## config.mk

```make
export PLATFORM = sky130hd
export DESIGN_NAME = pli_cell
export DESIGN_NICKNAME = d
export VERILOG_FILES = /design/src/sv/positional_list_insert_delete_defines.svh /design/src/sv/pli_pkg.sv /design/src/sv/pli_cell.sv
export SDC_FILE = /design/constraint.sdc
export NUM_CORES = 1
export LEC_CHECK = 0
export BUFFER_PORTS_ARGS = -buffer_cell sky130_fd_sc_hd__buf_2
export CORE_UTILIZATION = 39
export CTS_CLUSTER_SIZE = 40
export DETAILED_ROUTE_END_ITERATION = 16
export PLACE_DENSITY = 0.81
export SYNTH_ARGS = -nofsm -noshare
export SYNTH_HDL_FRONTEND = slang
export SYNTH_SLANG_ARGS = --single-unit
export TNS_END_PERCENT = 30
```

## constraint.sdc

```tcl
create_clock -name aclk -period 2.9 [get_ports aclk]
set_input_delay 0.29 -clock aclk [delete_from_list [all_inputs] [get_ports aclk]]
set_output_delay 0.29 -clock aclk [all_outputs]
set_load 0.005 [all_outputs]
```

## src/sv/positional_list_insert_delete_defines.svh

```systemverilog
// Assertion helpers shared by the list block.
// Both forms sample on the rising edge of aclk and stay quiet while reset is held.
`ifndef POSITIONAL_LIST_INSERT_DELETE_DEFINES_SVH
`define POSITIONAL_LIST_INSERT_DELETE_DEFINES_SVH

// A property that must hold at every sampled edge.
`define PLI_ASSERT(lbl, prop, msg) \
    lbl: assert property (@(posedge aclk) disable iff (!aresetn) (prop)) \
        else $error(msg);

// A condition at one edge that requires another condition at the next edge.
`define PLI_IMPLY(lbl, ante, cons, msg) \
    lbl: assert property (@(posedge aclk) disable iff (!aresetn) (ante) |=> (cons)) \
        else $error(msg);

`endif

```

## src/sv/pli_pkg.sv

```systemverilog
`default_nettype none

package pli_pkg;

    localparam int CAPACITY = 64;

    localparam int WORD_W = 32;
    localparam int POS_W  = 7;
    localparam int LEN_W  = 7;
    localparam int STS_W  = 2;

    localparam int CNT_W = $clog2(CAPACITY + 1);
    localparam int CMP_W = ((CNT_W > POS_W) ? CNT_W : POS_W) + 1;

    localparam int GRP_SIZE = 8;
    localparam int NGRP     = (CAPACITY + GRP_SIZE - 1) / GRP_SIZE;

    typedef enum logic {
        OP_INSERT = 1'b0,
        OP_DELETE = 1'b1
    } op_t;

    typedef enum logic [STS_W-1:0] {
        STS_DONE = 2'd0,
        STS_POS  = 2'd1,
        STS_FULL = 2'd2
    } status_t;

    typedef enum logic [1:0] {
        ST_IDLE,
        ST_EXEC,
        ST_GATHER
    } state_t;

    // Shift command broadcast to every cell of the list.
    typedef struct packed {
        logic              ins_en;
        logic              del_en;
        logic [CMP_W-1:0]  pos0;
        logic [WORD_W-1:0] value;
    } ctl_t;

endpackage

`default_nettype wire

```

## src/sv/pli_cell.sv

```systemverilog
`default_nettype none

// One list slot. It keeps its word, takes the inserted word when an insert
// lands on it, the left neighbor's word when an insert lands below it, or the
// right neighbor's word when a delete lands on it or below it.
module pli_cell (
    input  wire logic                        aclk,
    input  wire pli_pkg::ctl_t               ctl,
    input  wire logic [pli_pkg::CMP_W-1:0]   idx,
    input  wire logic [pli_pkg::WORD_W-1:0]  left_word,
    input  wire logic [pli_pkg::WORD_W-1:0]  right_word,
    output logic      [pli_pkg::WORD_W-1:0]  word,
    output logic      [pli_pkg::WORD_W-1:0]  tap
);

    logic [pli_pkg::WORD_W-1:0] entry_reg;
    logic [pli_pkg::WORD_W-1:0] entry_next;

    always_comb begin
        entry_next = entry_reg;
        if (ctl.ins_en) begin
            if (idx == ctl.pos0) begin
                entry_next = ctl.value;
            end else if (idx > ctl.pos0) begin
                entry_next = left_word;
            end
        end else if (ctl.del_en) begin
            if (idx >= ctl.pos0) begin
                entry_next = right_word;
            end
        end
    end

    always_ff @(posedge aclk) begin
        entry_reg <= entry_next;
    end

    assign word = entry_reg;
    // The old word of the slot being deleted, zero everywhere else.
    assign tap  = (ctl.del_en && (idx == ctl.pos0)) ? entry_reg : '0;

endmodule

`default_nettype wire

```

==> qor.txt, run 1 <==
Slew Limit Fails: 0
Clk pin slew, worst setup/hold paths: 0.06 ns
CP required: 2.61 ns
Worst stage delay on the critical path: 0.35 ns
Die area: 5730 um^2
Yosys warning count: 0
Routability cong.: 0.695
Post-synth top area share: 45.4%
Antenna violations before repair: 0
Hold EP: word[14]
1st-iter DRT viols: 48
Gr ovfl total: 0
Slew @ Worst Pin: 0.507 ns
Max IR drop VDD: 0.232 mV
GRT Total Usage: 17.9%
First-pass GRT wire length: 7500 um
Fillers: 456
Largest net degree at the start of global routing: 36
Vias: 2,167
Fmax: 500 MHz
Pre-CTS setup slack: 0.887 ns
Core area: 5170 um^2
Largest register FFs: 32
Clk sinks: 32
Setup violators final: 0
Most frequent CP cell: buf_2
Hold_sp: right_word[14]
Root Driver: clkbuf_8
TritonCTS buffer count: 5
Predominant post-synthesis flop cell: edfxtp_1
DRC: 0
Crit path arrival time: 1.71 ns
Die X-Extent: 75.7 um
Setup bufs post-CTS: 0
Setup TNS Final: 0 ns
Commonest cells in the netlist: a21oi_1 (34), nor2_1 (33), and3_1 (32), edfxtp_1 (32), mux2i_1 (32)
Cts hold-fix bufs: 0
Layout cell share with drive strength beyond 1: 50.8%
Starting Density: 40.9%
FP Rows: 26
Post-CTS sizing: 0
Number of inserted diodes: 0
Syn nets: 328
Mapped Avg Cell Area: 10.3 um^2
Pleak: 1.65 nW
Synthesized area: 2120 um^2
Post-Syn Instances: 205
Die Y: 75.7 um
Max_slew headroom: 66.2%
Seq/Total Area, Yosys: 45.4%
Detailed Place HPWL: 4440 um
Cell chain of the critical path: buf_2, inv_1, ha_1, nand4_4, nor2_8, buf_4, and3_1, buf_2
Crit path kind: in -> out
Pwr dens: 389 nW/um^2
Maxcap violations: 0
Routed WL: 5430 um
Area contributors post-synth: edfxtp_1 (45%), mux2i_1 (15%), and3_1 (9.5%)
Synth-to-Final Area Change: 46.6%
Ys async rst share: 0%
Input/output buffers: 178
Most frequent cell after synthesis: a21oi_1
Worst Hold Path Cells: 3
Fin crit share: 69.0%
Setup WS post-layout: 0.899 ns
Area leader, netlist: edfxtp_1
Post-synth EDFFs: 32
First-pass detailed-route iteration total: 5
TritonCTS clock tree: done
Status: complete, no violations
Final #Nets: 502
Register bit count reported by yosys: 32
Worst path slowest cell: buf_4
Final Util: 60.0%
Worst min path class: in -> reg
WL/cell: 12.1 um
H-tree depth: 2
# IOs: 179
Min Tclk post-route: 2.00 ns
Vias in the first global route: 1,805
RSZ-0062 raised after global routing: false
Worst Setup Start Kind: primary input
Vias/cell: 4.82
Critical Path Fanout Max: 34
Worst setup startpoint: ctl[37]
Final hold slack: 0.330 ns
Worst Setup End Kind: output port
Post-DRT Antenna Nets: 0
Distinct cells, synth: 20
Clk buf depth: 2
Final Hold Viols: 0
placed cells by master, fill, tap and decap left out:
cell type and instances:
mux2i_1 32, o21a_1 1, buf_2 178, clkinv_2 2, edfxtp_1 32, o21ai_0 1, nand4_4 1, inv_1 8
nand2b_1 1, a2111oi_0 1, nand2_1 1, o22a_1 1, a21oi_1 34, ha_1 8, nor3_1 1, buf_4 5
clkbuf_8 5, nand4_2 1, nor2_8 1, and3_1 32, nor2_1 33, clkinv_1 1
power by group:
group / internal (mW) / total, mW / switching (mW) / leakage (nW)
logic: 0.140 / 0.269 / 0.129 / 1.29
registers: 0.593 / 0.625 / 0.0321 / 0.308
clock network: 0.162 / 0.315 / 0.152 / 0.0453
metal layers:
metal | up-vias | routed length, um | GRT usage (%) | share of wire (%)
met5 | - | 0 | 0 | 0
li1 | 1101 | - | - | -
met4 | 0 | 59 | 6.17 | 1.1
met2 | 105 | 2920 | 35.8 | 54
met3 | 5 | 414 | 4.89 | 7.6
met1 | 956 | 2040 | 17.4 | 38
critical path: cells and delay by family:
kind          cells  cell delay (ns)
simple gates      3             0.51
fa+ha+maj         1             0.32
buf+inv           4             0.57
worst max path at each step:
stage | end | slack, ns | cells after the start
after global routing | tap[19] | 0.75 | 8
after floorplan | word[0] | 0.72 | 5
after global placement | word[17] | 0.93 | 7
after CTS | tap[28] | 0.90 | 8
final | tap[28] | 0.90 | 8
after detailed placement | word[18] | 0.89 | 8
cell type report:
class / instances / area (um^2) / share of cell area, %
tap: 70 / 87.6 / 2.82
clock buffer: 5 / 68.8 / 2.22
timing repair buffer: 183 / 928 / 29.9
clock inverter: 3 / 13.8 / 0.444
inverter: 8 / 30.0 / 0.968
sequential: 32 / 961 / 31.0
multi-input combinational: 149 / 1010 / 32.7
stage by stage:
stage,std cells,total power [mW],instance area (um^2)
after floorplan,205,0.738,2120
after global placement,442,0.894,3020
after detailed placement,442,0.905,3020
after CTS,450,1.22,3100
after global routing,450,1.29,3100
final,450,1.21,3100
cells by family after synthesis:
group                      count (synthesis)  share of synthesized area, %
AOI/OAI and AO/OA                         38                          9.46
and+or+nand+nor                           71                          18.6
adders and majority gates                  8                          4.73
muxes                                     32                          15.1
DFF                                       32                          45.4
buffers and inverters                     24                          6.74
Power figures use the tool's default switching activity.
==> run 2, diff against run 1 <==
--- a/config.mk
+++ b/config.mk
@@ -6,10 +6,10 @@
 export NUM_CORES = 1
 export LEC_CHECK = 0
 export BUFFER_PORTS_ARGS = -buffer_cell sky130_fd_sc_hd__buf_2
-export CORE_UTILIZATION = 39
+export CORE_UTILIZATION = 35
 export CTS_CLUSTER_SIZE = 40
 export DETAILED_ROUTE_END_ITERATION = 16
-export PLACE_DENSITY = 0.81
+export PLACE_DENSITY = 0.77
 export SYNTH_ARGS = -nofsm -noshare
 export SYNTH_HDL_FRONTEND = slang
 export SYNTH_SLANG_ARGS = --single-unit
==> constraint.sdc (replaced) <==
create_clock -name aclk -period 1.7 [get_ports aclk]
set_input_delay 0.17 -clock aclk [delete_from_list [all_inputs] [get_ports aclk]]
set_output_delay 0.17 -clock aclk [all_outputs]
set_load 0.005 [all_outputs]
==> run 2 against run 1 <==
  * Global-route usage grew 0.34 points
  * Worst setup slack lost 0.79 ns
  * Utilization shrank 3.5 points
==> qor.txt, run 2 (synthesis gave the netlist of run 1 again) <==
Root Driver: clkbuf_8
Slew Limit Fails: 0
Crit path kind: in -> out
Die area: 6360 um^2
Placed Area: 3070 um^2
First-pass GRT wire length: 8840 um
Clk sinks: 32
Starting Density: 37.3%
Final #Nets: 505
Input/output buffers: 178
GRT Total Usage: 18.2%
Cell chain of the critical path: buf_2, inv_1, ha_1, nand4_4, nor2_8, buf_12, and3_1, buf_2
Slew @ Worst Pin: 0.454 ns
Vias/cell: 4.82
Status: complete, no violations
Worst Setup End Kind: output port
Largest net degree at the start of global routing: 34
Critical Path Fanout Max: 27
Worst Setup Start Kind: primary input
TritonCTS clock tree: done
Layout cell share with drive strength beyond 1: 52.0%
WL/cell: 12.8 um
Most frequent CP cell: buf_2
Min Tclk post-route: 1.59 ns
H-tree depth: 2
Die X-Extent: 79.8 um
Routability cong.: 0.734
Synth-to-Final Area Change: 51.5%
Core area: 5680 um^2
Worst min path class: in -> reg
Max IR drop VDD: 0.398 mV
# IOs: 179
Clk pin slew, worst setup/hold paths: 0.07 ns
Worst path top cell family by delay: simple AND/OR/NAND/NOR gates
Register area: 961 um^2
Crit path arrival time: 1.42 ns
Pleak: 1.66 nW
Setup violators final: 0
Vias in the first global route: 2,078
Fillers: 515
Cts hold-fix bufs: 0
FP Rows: 27
Largest register FFs: 32
Comb power frac: 23.5%
First-pass detailed-route iteration total: 4
Most common cell after layout, fill and taps aside: buf_2
Clock share of power: 25.9%
Detailed Place HPWL: 4600 um
Fmax: 628 MHz
Footprint of the multi-input gates: 1070 um^2
DRC: 0
P_int: 1.54 mW
Buf/Inv on CP: 4
Fin crit share: 93.7%
Number of inserted diodes: 0
Worst stage delay on the critical path: 0.32 ns
Max_slew headroom: 69.4%
Pwr dens: 653 nW/um^2
CP required: 1.53 ns
Net Sw Frac: 26.4%
Most frequent cells in the layout: buf_2 (178), a21oi_1 (34), nor2_1 (33)
Die Y: 79.8 um
Seq pwr share: 50.6%
Final Hold Viols: 0
TritonCTS buffer count: 5
Placed insts: 446
Maxcap violations: 0
Antenna violations before repair: 0
Routed WL: 5840 um
1st-iter DRT viols: 26
Final Cell Area: 3210 um^2
Gr ovfl total: 0
Vias: 2,193
Worst path slowest cell: ha_1
Setup bufs post-CTS: 0
Final non-filler cell total: 455
Clk buf depth: 2
Post-DRT Antenna Nets: 0
P_sw: 0.552 mW
==> run 2: final timing paths <==
path	end	start	slack (ns)	cells after the start
worst max-delay path	tap[1]	ctl[38]	0.11	8
worst min-delay path	word[6]	right_word[6]	0.21	3
==> run 2: area by class of cell <==
type,instances,area share [%]
inverters,8,0.936
well taps,72,2.81
repair buffers,185,30.2
clock inverters,3,0.429
clock buffers,5,2.15
flip-flops and latches,32,30.0
multi-input cells,150,33.5
==> run 2: per-stage QoR <==
| step | hold slack, ns | setup TNS, ns | util [%] | power [mW] | setup WS, ns |
|---|---|---|---|---|---|
| 2_1_floorplan | 0.396 | 0 | - | 1.26 | 0.0198 |
| 3_3_place_gp | 0.481 | -6.78 | 54.1 | 1.53 | -0.189 |
| 3_5_place_dp | 0.488 | -7.39 | 54.1 | 1.55 | -0.189 |
| 4_1_cts | 0.195 | 0 | 55.6 | 2.10 | 0.0478 |
| 5_1_grt | 0.205 | -0.377 | 56.5 | 2.23 | -0.0176 |
| 6_report | 0.205 | 0 | 56.5 | 2.09 | 0.107 |
==> run 2: timing repair <==
action	in CTS	in global routing
endpoints found under the setup margin	0	60
resized for setup	0	5
hold endpoints to repair	0	0
==> run 2: power by group through the flow <==
stage	sequential, mW	combinational (mW)	clock (mW)
after global routing	1.07	0.553	0.605
after CTS	1.06	0.475	0.566
after global placement	1.07	0.461	0
after detailed placement	1.08	0.475	0
final	1.06	0.492	0.542
after floorplan	1.08	0.178	0
==> run 2: routing by layer <==
| layer | wire length (um) | GRT usage (%) |
|---|---|---|
| met5 | 0 | 0 |
| met4 | 100 | 7.86 |
| met1 | 2260 | 18.0 |
| met2 | 3080 | 36.1 |
| met3 | 388 | 3.77 |
==> run 3, diff against run 2 <==
--- a/config.mk
+++ b/config.mk
@@ -10,6 +10,7 @@
 export CTS_CLUSTER_SIZE = 40
 export DETAILED_ROUTE_END_ITERATION = 16
 export PLACE_DENSITY = 0.77
+export REMOVE_ABC_BUFFERS = 1
 export SYNTH_ARGS = -nofsm -noshare
 export SYNTH_HDL_FRONTEND = slang
 export SYNTH_SLANG_ARGS = --single-unit
==> run 3 against run 2 <==
  * Sequential share of layout area rose by 0.059 points
  * Fmax shrank 2.0%
  * Die area unchanged
  * Combinational power grew 1%
  * Worst hold slack better by 0.0027 ns
  * Highest routed layer unchanged
==> qor.txt, run 3 (synthesis gave the netlist of run 1 again) <==
Root Driver: clkbuf_8
RSZ-0062 raised after global routing: true
Die area: 6360 um^2
Die Y: 79.8 um
FP Rows: 27
Largest register FFs: 32
Largest net degree at the start of global routing: 39
Worst Setup End Kind: output port
First-pass GRT wire length: 8690 um
Final non-filler cell total: 453
CP required: 1.53 ns
Layout cell share with drive strength beyond 1: 51.4%
Most common cell after layout, fill and taps aside: buf_2
Pleak: 1.66 nW
Input/output buffers: 178
Worst min path class: in -> reg
Pwr dens: 654 nW/um^2
Fmax: 615 MHz
Crit path kind: in -> out
Status: complete, no violations
Starting Density: 37.3%
Detailed Place HPWL: 4720 um
Antenna violations before repair: 0
Routability cong.: 0.785
Min Tclk post-route: 1.62 ns
Post-CTS sizing: 0
Slew @ Worst Pin: 0.384 ns
Max_slew headroom: 74.3%
Worst Setup Start Kind: primary input
# IOs: 179
Synth-to-Final Area Change: 51.2%
Clk buf depth: 2
First-pass detailed-route iteration total: 4
Routed WL: 5950 um
Core area: 5680 um^2
1st-iter DRT viols: 42
Vias: 2,178
Setup bufs post-CTS: 0
Clk pin slew, worst setup/hold paths: 0.07 ns
DRC: 0
Post-DRT Antenna Nets: 0
Final Hold Viols: 0
Fin crit share: 95.6%
Fillers: 522
Crit path arrival time: 1.45 ns
Final #Nets: 504
Critical Path Fanout Max: 31
Die X-Extent: 79.8 um
WL/cell: 13.1 um
H-tree depth: 2
Vias/cell: 4.81
Placed insts: 446
Pre-CTS setup slack: -0.156 ns
Vias in the first global route: 1,942
Max IR drop VDD: 0.373 mV
Maxcap violations: 0
Slew Limit Fails: 0
GRT Total Usage: 18.2%
Gr ovfl total: 0
Setup WS post-layout: 0.0752 ns
TritonCTS buffer count: 5
Cts hold-fix bufs: 0
Setup violators final: 0
Clk sinks: 32
Most frequent cells in the layout: buf_2 (178), a21oi_1 (34), nor2_1 (33)
TritonCTS clock tree: done
Tot Pwr: 2.09 mW
Number of inserted diodes: 0
run 3: per-layer routing:
metal	GRT usage (%)	vias to the layer above	part of all wire, %
li1	-	1101	-
met1	18.5	954	38
met2	34.6	115	52
met3	5.37	8	9.1
met4	6.61	0	1.2
met5	0	-	0
run 3: worst paths after layout:
path,startpoint,to,slack (ns),depth (start not counted)
worst max-delay path,idx[0],tap[16],0.08,9
worst min-delay path,right_word[3],word[3],0.21,3
run 3: area by class of cell:
cell class	count	area, um^2	share of cell area, %
Clock buffer	6	72.6	2.27
Timing Repair Buffer	185	993	31.0
Multi-Input combinational cell	149	1050	32.8
Clock inverter	1	5.00	0.156
Inverter	8	30.0	0.938
Sequential cell	32	961	30.0
Tap cell	72	90.1	2.81
run 3: where the power goes:
part	internal [mW]	leakage [nW]	switching, mW	total [mW]
clock network	0.278	0.0410	0.255	0.532
logic	0.261	1.31	0.236	0.497
registers	1.01	0.308	0.0537	1.06
total	1.55	1.66	0.545	2.09
run 3: per-stage QoR:
| stage | setup TNS, ns | cell area [um^2] | hold WS [ns] | utilization (%) |
|---|---|---|---|---|
| 2_1_floorplan | -16.02 | 2000 | 0.377 | - |
| 3_3_place_gp | -4.17 | 3090 | 0.482 | 54.4 |
| 3_5_place_dp | -6.28 | 3090 | 0.491 | 54.4 |
| 4_1_cts | 0 | 3170 | 0.195 | 55.8 |
| 5_1_grt | -0.00338 | 3200 | 0.216 | 56.4 |
| 6_report | 0 | 3200 | 0.208 | 56.4 |
run 3: worst max-delay path, stage by stage:
cell and delay [ns]:
buf_2 0.08, inv_1 0.03, ha_1 0.27, buf_4 0.11, nand4_4 0.11, nor2_8 0.14, buf_12 0.21, and3_1 0.19
buf_2 0.11
